### config.mk
export PLATFORM = sky130hd
export DESIGN_NAME = lfu_cache_with_timeout_unit
export DESIGN_NICKNAME = d
export VERILOG_FILES = /design/src/rtl/lfc_pkg.sv /design/src/rtl/lfu_cache_with_timeout_unit.sv
export VERILOG_INCLUDE_DIRS = /design/src /design/src/rtl
export SDC_FILE = /design/constraint.sdc
export NUM_CORES = 2
export LEC_CHECK = 0
export BUFFER_PORTS_ARGS = -buffer_cell sky130_fd_sc_hd__buf_2
export CAP_MARGIN = 10
export CORE_ASPECT_RATIO = 2
export CORE_MARGIN = 4
export CORE_UTILIZATION = 35
export CTS_BUF_LIST = sky130_fd_sc_hd__clkbuf_16
export DETAILED_ROUTE_END_ITERATION = 8
export SLEW_MARGIN = 15
export SYNTH_ARGS = -nofsm -noshare
export SYNTH_HDL_FRONTEND = slang
export SYNTH_SLANG_ARGS = --single-unit
### constraint.sdc
create_clock -name clk -period 17.93 [get_ports clk]
set_clock_uncertainty 0.1 [all_clocks]
set_input_delay 1.793 -clock clk [delete_from_list [all_inputs] [get_ports clk]]
set_output_delay 1.793 -clock clk [all_outputs]
set_load 0.005 [all_outputs]
### src/rtl/lfu_cache_with_timeout_unit_defines.svh
// Assertion macros shared by the cache RTL.
`ifndef LFU_CACHE_WITH_TIMEOUT_UNIT_DEFINES_SVH
`define LFU_CACHE_WITH_TIMEOUT_UNIT_DEFINES_SVH

// Implication checked on every rising edge, disabled during reset.
`define LFC_ASSERT_IMP(label, clk_s, rst_s, ante, cons, msg) \
  label: assert property (@(posedge clk_s) disable iff (rst_s) (ante) |-> (cons)) \
    else $error(msg);

// Implication whose consequent is checked in the next cycle.
`define LFC_ASSERT_NEXT(label, clk_s, rst_s, ante, cons, msg) \
  label: assert property (@(posedge clk_s) disable iff (rst_s) (ante) |=> (cons)) \
    else $error(msg);

`endif

### src/rtl/lfc_pkg.sv
`timescale 1ns / 1ps
package lfc_pkg;
  localparam int Entries = 16;
  localparam int IdxW = (Entries > 1) ? $clog2(Entries) : 1;
  localparam int CntW = $clog2(Entries + 1);

  localparam logic OP_GET = 1'b0;
  localparam logic OP_PUT = 1'b1;

  localparam logic [1:0] REG_CAPACITY = 2'd0;
  localparam logic [1:0] REG_TIMEOUT  = 2'd1;

  typedef enum logic [2:0] {
    ST_IDLE,
    ST_SCAN,
    ST_LAST,
    ST_APPLY,
    ST_OUT
  } state_t;

  // One memory word holds a whole entry.
  typedef struct packed {
    logic [31:0] key;
    logic [31:0] value;
    logic [31:0] freq;
    logic [31:0] stamp;
  } entry_t;
endpackage

### src/rtl/lfu_cache_with_timeout_unit.sv
`timescale 1ns / 1ps
`include "lfu_cache_with_timeout_unit_defines.svh"
// Fully associative key/value cache of 16 entries with least-frequently-used
// replacement; ties go to the entry that was touched longest ago, then to the
// lowest slot. Each transaction is a get or a put. Every transaction on an
// enabled cache advances a tick counter and first drops the single oldest entry
// if it has gone untouched for more than idle_timeout ticks. A get produces one
// output transaction (hit flag and value, -1 on a miss); a put produces none.
// The entries live in one synchronous memory with a registered read.
// A transaction is accepted (the read of entry 0 is issued at the accepting
// edge), then the 16 entries are compared (one read issued per cycle, one
// compared per cycle), then the result is written back; a get then hands over
// its result, which the receiver may stall. On a cache with capacity_in_use of
// zero no scan is made: a get goes straight to handing over a miss, and a put
// is dropped without any change. The timeout candidate is found during the
// same scan: it matters only when the key hits that very entry or when the
// victim choice sees it, both handled when the scan ends. Configuration goes
// through an APB-style port at byte addresses 0 (capacity_in_use) and 4
// (idle_timeout); write only while idle.
module lfu_cache_with_timeout_unit
  import lfc_pkg::*;
(
  input  logic         clk,
  input  logic         rst,
  input  logic         in_valid,
  output logic         in_ready,
  input  logic         operation,
  input  logic [31:0]  lookup_key,
  input  logic [31:0]  store_value,
  output logic         out_valid,
  input  logic         out_ready,
  output logic         hit,
  output logic [31:0]  read_value,
  input  logic         psel,
  input  logic         penable,
  input  logic         pwrite,
  input  logic [2:0]   paddr,
  input  logic [31:0]  pwdata,
  output logic [31:0]  prdata,
  output logic         pready
);

  state_t state, state_next;

  logic [4:0]  capacity;
  logic [30:0] timeout;
  logic [31:0] tick;

  // Entry memory and valid flags (valid bits live in flip-flops).
  entry_t            mem [Entries];
  logic [Entries-1:0] valid;
  entry_t            rd_data;
  logic              mem_we;
  logic [IdxW-1:0]   wr_addr;
  entry_t            wr_data;

  // Latched transaction.
  logic        op;
  logic [31:0] key;
  logic [31:0] val;

  // Scan bookkeeping.
  logic [IdxW:0]   rd_ptr;    // address being read, wide enough to hold Entries
  logic [IdxW-1:0] cmp_idx;   // index of the word in rd_data
  logic            found;
  logic [IdxW-1:0] found_idx;
  entry_t          found_ent;
  logic            old_have;
  logic [IdxW-1:0] old_idx;
  logic [31:0]     old_age;
  // Best victim overall.
  logic            v1_have;
  logic [IdxW-1:0] v1_idx;
  logic [31:0]     v1_freq, v1_age;
  logic [31:0]     v1_prev_freq, v1_prev_age; // v1 before the current oldest took it
  logic            v1_prev_have;
  logic [IdxW-1:0] v1_prev_idx;

  logic        res_hit;
  logic [31:0] res_value;

  logic [4:0] cap_eff;
  assign cap_eff = (capacity > 5'(Entries)) ? 5'(Entries) : capacity;

  // APB
  logic wr_en;
  assign pready = 1'b1;
  assign wr_en  = psel && penable && pwrite;
  always_comb begin
    unique case (paddr[2])
      1'b0:    prdata = {27'd0, capacity};
      default: prdata = {1'b0, timeout};
    endcase
  end

  always_ff @(posedge clk) begin
    if (rst) begin
      capacity <= 5'd16;
      timeout  <= 31'd1000;
    end else if (wr_en) begin
      if ({1'b0, paddr[2]} == REG_CAPACITY) capacity <= pwdata[4:0];
      if ({1'b0, paddr[2]} == REG_TIMEOUT)  timeout  <= pwdata[30:0];
    end
  end

  // Memory with registered read.
  always_ff @(posedge clk) begin
    if (mem_we) mem[wr_addr] <= wr_data;
    rd_data <= mem[rd_ptr[IdxW-1:0]];
  end

  // Current word compare.
  logic [31:0] cur_age;
  logic        cur_v;
  logic        is_older, v_better_1;
  assign cur_v    = valid[cmp_idx];
  assign cur_age  = tick - rd_data.stamp;
  assign is_older = !old_have || (cur_age > old_age);
  assign v_better_1 = !v1_have || (rd_data.freq < v1_freq) ||
                      (rd_data.freq == v1_freq && cur_age > v1_age);

  logic scan_cmp;
  assign scan_cmp = (state == ST_SCAN && rd_ptr != '0) || state == ST_LAST;

  always_ff @(posedge clk) begin
    if (state == ST_IDLE) begin
      found    <= 1'b0;
      old_have <= 1'b0;
      v1_have  <= 1'b0;
      v1_prev_have <= 1'b0;
    end else if (scan_cmp && cur_v) begin
      if (rd_data.key == key && !found) begin
        found     <= 1'b1;
        found_idx <= cmp_idx;
        found_ent <= rd_data;
      end
      if (is_older) begin
        old_have <= 1'b1;
        old_idx  <= cmp_idx;
        old_age  <= cur_age;
      end
      // Keep v1 as best over all; keep v1_prev as best over all but the
      // current oldest candidate.
      if (is_older) begin
        // New oldest: best-excluding-it is the best over everything before.
        v1_prev_have <= v1_have;
        v1_prev_idx  <= v1_idx;
        v1_prev_freq <= v1_freq;
        v1_prev_age  <= v1_age;
      end else if (!v1_prev_have || (rd_data.freq < v1_prev_freq) ||
                   (rd_data.freq == v1_prev_freq && cur_age > v1_prev_age)) begin
        v1_prev_have <= 1'b1;
        v1_prev_idx  <= cmp_idx;
        v1_prev_freq <= rd_data.freq;
        v1_prev_age  <= cur_age;
      end
      if (v_better_1) begin
        v1_have <= 1'b1;
        v1_idx  <= cmp_idx;
        v1_freq <= rd_data.freq;
        v1_age  <= cur_age;
      end
    end
  end

  // Decision at the end of the scan.
  logic            expire;
  logic            hit_eff;
  logic [CntW-1:0] count;
  logic            vic_have;
  logic [IdxW-1:0] vic_idx;
  logic [Entries-1:0] valid_after_to, valid_after_ev;
  logic            free_have;
  logic [IdxW-1:0] free_idx;

  assign expire  = old_have && (old_age > {1'b0, timeout});
  assign hit_eff = found && !(expire && old_idx == found_idx);

  always_comb begin
    valid_after_to = valid;
    if (expire) valid_after_to[old_idx] = 1'b0;
    count = '0;
    for (int i = 0; i < Entries; i++) count = count + CntW'(valid_after_to[i]);
    if (expire) begin
      vic_have = v1_prev_have;
      vic_idx  = v1_prev_idx;
    end else begin
      vic_have = v1_have;
      vic_idx  = v1_idx;
    end
    valid_after_ev = valid_after_to;
    if (count >= cap_eff && vic_have)
      valid_after_ev[vic_idx] = 1'b0;
    free_have = 1'b0;
    free_idx  = '0;
    for (int i = Entries - 1; i >= 0; i--) begin
      if (!valid_after_ev[i]) begin
        free_have = 1'b1;
        free_idx  = IdxW'(i);
      end
    end
  end

  // Next state.
  always_comb begin
    state_next = state;
    unique case (state)
      ST_IDLE:  if (in_valid) state_next = (cap_eff == '0) ?
                                (operation == OP_GET ? ST_OUT : ST_IDLE) : ST_SCAN;
      ST_SCAN:  if (rd_ptr == (IdxW+1)'(Entries - 1)) state_next = ST_LAST;
      ST_LAST:  state_next = ST_APPLY;
      ST_APPLY: state_next = (op == OP_GET) ? ST_OUT : ST_IDLE;
      ST_OUT:   if (out_ready) state_next = ST_IDLE;
      default:  state_next = ST_IDLE;
    endcase
  end

  // Outputs.
  always_comb begin
    in_ready  = (state == ST_IDLE);
    out_valid = (state == ST_OUT);
    hit       = res_hit;
    read_value = res_value;
    mem_we  = 1'b0;
    wr_addr = found_idx;
    wr_data = found_ent;
    if (state == ST_APPLY) begin
      if (hit_eff) begin
        mem_we  = 1'b1;
        wr_data.freq  = (found_ent.freq == 32'hFFFF_FFFF) ? found_ent.freq
                                                          : found_ent.freq + 32'd1;
        wr_data.stamp = tick;
        if (op == OP_PUT) wr_data.value = val;
      end else if (op == OP_PUT && free_have) begin
        mem_we  = 1'b1;
        wr_addr = free_idx;
        wr_data = '{key: key, value: val, freq: 32'd1, stamp: tick};
      end
    end
  end

  always_ff @(posedge clk) begin
    if (rst) begin
      state <= ST_IDLE;
      tick  <= '0;
      valid <= '0;
      rd_ptr <= '0;
    end else begin
      state <= state_next;
      unique case (state)
        ST_IDLE: begin
          // The read address rests at entry 0 while idle, so the word of entry 0
          // is fetched at the accepting edge.
          if (in_valid) begin
            op  <= operation;
            key <= lookup_key;
            val <= store_value;
            res_hit   <= 1'b0;
            res_value <= 32'hFFFF_FFFF;
            if (cap_eff != '0) begin
              tick   <= tick + 32'd1;
              rd_ptr <= (IdxW+1)'(1);
            end
          end
        end
        ST_SCAN: if (rd_ptr != (IdxW+1)'(Entries - 1)) rd_ptr <= rd_ptr + 1'b1;
        ST_LAST: rd_ptr <= '0;
        ST_APPLY: begin
          if (hit_eff) begin
            valid <= valid_after_to;
            res_hit   <= 1'b1;
            res_value <= found_ent.value;
          end else if (op == OP_PUT) begin
            valid <= valid_after_ev | (free_have ? (Entries'(1) << free_idx) : '0);
          end else begin
            valid <= valid_after_to;
          end
        end
        default: ;
      endcase
    end
  end

  // Word in rd_data belongs to the address issued in the previous cycle.
  always_ff @(posedge clk) begin
    if (state == ST_IDLE) cmp_idx <= '0;
    else if (scan_cmp)   cmp_idx <= cmp_idx + 1'b1;
  end

  `LFC_ASSERT_IMP(a_out_only_get, clk, rst, out_valid, op == OP_GET, "result for a put")
  `LFC_ASSERT_IMP(a_miss_value, clk, rst, out_valid && !hit, read_value == 32'hFFFF_FFFF,
                  "miss without -1")
  `LFC_ASSERT_NEXT(a_apply_leaves, clk, rst, state == ST_APPLY,
                   state == ST_OUT || state == ST_IDLE, "bad exit from write-back")
  `LFC_ASSERT_IMP(a_no_accept_busy, clk, rst, state != ST_IDLE, !in_ready,
                  "accepting while busy")

endmodule

==> out/qor.csv <==
metric,value,unit
outcome,finished clean,
share of cells above drive strength 1,23.4,%
RSZ-0062 raised after global routing,no,
max-cap violations,0,
Max Fclk,80.8,MHz
CTS buffer count,236,
drt total wl,259000,um
root buf cell,clkbuf_16,
critical path startpoint category,flip-flop,
CP arrival,12770,ps
aggregate global routing overflow,0,
Pwr Density,103,mW/mm^2
GRT Util Overall,16.2,%
cell with the most instances after synthesis,edfxtp_1,
sequential element share of the synthesized area,72.6,%
"Async S/R FF share, synth",0,%
H-tree levels,4,
core area,0.306,sq mm
Worst path slowest cell,o41ai_1,
hpwl dp,142000,um
"most used cell, CP",fa_1,
final instance area,0.122,sq mm
buffers added on ports,169,
Area Overhead vs Synth,13.0,%
TNS Setup,0,ps
post-CTS setup buffer count,0,
first-pass GRT wire length,382000,um
Yosys warnings,0,
Synth area leaders,"edfxtp_1 (68%), mux4_2 (13%), dfxtp_1 (4.2%)",
die footprint,0.317,sq mm
Placed Instance Area,0.114,sq mm
Post-Syn Instances,5627,
Hold WC Path Type,reg -> reg,
fin crit period,12370,ps
routed wire length per instance,25.4,um
Slew @ Worst Pin,1150,ps
die width,400,um
Initial Util,35.2,%
crit path kind,reg -> reg,
Post-DRT Antenna Nets,0,
"flops & latches, synth",2678,
Synth top area share,68.4,%
Vias/cell,5.25,
initial antenna violation count,11,
Worst-path clk slew,70,ps
final net count,6276,
syn_area_per_cell,19.1,sq um
Post-synth top cells,"edfxtp_1 (2450), mux4_2 (645), inv_1 (269), nand2_1 (241), ha_1 (238)",
Clock Sink Count,2678,
Cell Rows,287,
post-synthesis cell type count,87,
Peak VDD IR,87.5,uV
Worst Path Required,18330,ps
DIE HEIGHT,792,um
CTS tree,done,
Mapped Area,0.108,sq mm
Post-synth EDFFs,2450,
GPL Wtd Cong,0.856,
vias in the first global route,57014,
IO Pins,175,
crit share post-route,69.0,%
relative slew slack,23.2,%
post-synth net total,5983,
clk buf depth,4,
drt pass-1 iters,5,
ys flop type,edfxtp_1,
pin count of the biggest net entering global routing,102,
Starting DRT DRC Count,4293,
final setup fails,0,
Resized Gates After CTS,0,
latest clock arrival within the worst-skew pair,910,ps
Final Hold Viols,0,
hold_buf cts,0,
P_leak,39.1,nW
Yosys top cell by area,edfxtp_1,
via count,53388,
DRC,0,
crit-path max FO,85,
"Slew Viols, Final",0,
slowest cell delay on critical path,840,ps
CP endpoint kind,flip-flop,
==> worst max-delay path: cells and delay by family, from the launching register on <==
family                   cells  cell delay, ps
AO/OA/AOI/OAI                7            2510
XOR/XNOR                     1             180
adder cells (fa/ha/maj)      8            3210
buffers and inverters        9            2910
flip-flops                   1             400
multiplexers                 1             280
AND/OR/NAND/NOR              8            2110
==> cells in the final DEF, fill, tap and decap left out, drive strengths merged, types with 23 or more instances in the layout <==
master,Yosys,routed
a31oi,30,30
and2,34,34
clkbuf,156,239
ha,238,238
nor2,147,147
xnor2,37,37
clkinv,1,98
nand3,61,61
nor2b,51,51
or3,44,44
nand4,62,62
a21o,31,31
o21a,26,26
mux2,140,140
nor4,23,23
nor3,34,34
edfxtp,2450,2450
buf,77,288
bufinv,0,27
xor2,63,63
o21ai,115,115
inv,270,322
dfxtp,228,228
a21oi,160,160
nand2b,46,46
nand2,241,241
mux4,645,645
==> cell families (layout without fill, tap and decap cells) <==
logic type,after synthesis,count (layout),share of synthesized area [%]
adder cells (fa/ha/maj),249,249,2.97
buffers and inverters,504,996,1.84
AND/OR/NAND/NOR,813,813,3.82
AO/OA/AOI/OAI,485,485,2.89
XOR/XNOR,100,100,0.814
other,2,5,0.00698
flip-flops,2678,2678,72.6
multiplexers,796,796,15.1
==> power breakdown <==
part	internal, mW	switching [mW]
sequential	6.76	0.0413
clock	2.82	2.29
combinational	0.289	0.267
total	9.87	2.60
==> registers in the layout, summed over array words and instances, names as in the netlist, 3 cells and up <==
name / flops
mem: 2048
found_ent: 128
rd_data: 128
key: 32
old_age: 32
read_value: 32
tick: 32
v1_age: 32
v1_freq: 32
v1_prev_age: 32
v1_prev_freq: 32
val: 32
timeout: 31
valid: 16
capacity: 5
rd_ptr: 5
cmp_idx: 4
found_idx: 4
old_idx: 4
v1_idx: 4
v1_prev_idx: 4
state: 3
==> metrics by stage <==
| stage | hold slack, ps | utilization (%) | setup WS (ps) | power (mW) | std cells |
|---|---|---|---|---|---|
| after floorplan | 286 | - | 3620 | 7.34 | 5627 |
| after detailed placement | 289 | 37.2 | 5450 | 7.51 | 9727 |
| final | 279 | 39.8 | 5560 | 12.5 | 10168 |
| after CTS | 295 | 39.8 | 5410 | 12.6 | 10164 |
| after global placement | 290 | 37.2 | 5460 | 7.50 | 9727 |
| after global routing | 283 | 39.8 | 4860 | 12.9 | 10166 |
==> layout make-up <==
type,count,area (sq um)
fill,27403,184000
sequential,2678,78200
multi-input combinational,2445,27800
clock buffer,239,5980
tap,4046,5060
timing repair buffer,288,1930
clock inverter,198,1750
inverter,271,1020
antenna,3,7.51
==> per-layer routing <==
layer	global-route usage, %	vias up	wire (um)
li1	-	23188	-
met1	20.0	28365	101000
met2	29.3	1403	136000
met3	1.83	432	12000
met4	5.44	0	9090
met5	0	-	0
==> worst paths after layout <==
kind / start / to / slack [ps] / cells past startpoint
min reg2reg: rd_data[72] / found_ent[72] / 280 / 0
min: rd_data[72] / found_ent[72] / 280 / 0
max reg2reg: old_age[15] / mem[11][76] / 5560 / 34
max: old_age[15] / mem[11][76] / 5560 / 34
No activity file was read; power rests on OpenSTA's default activity.
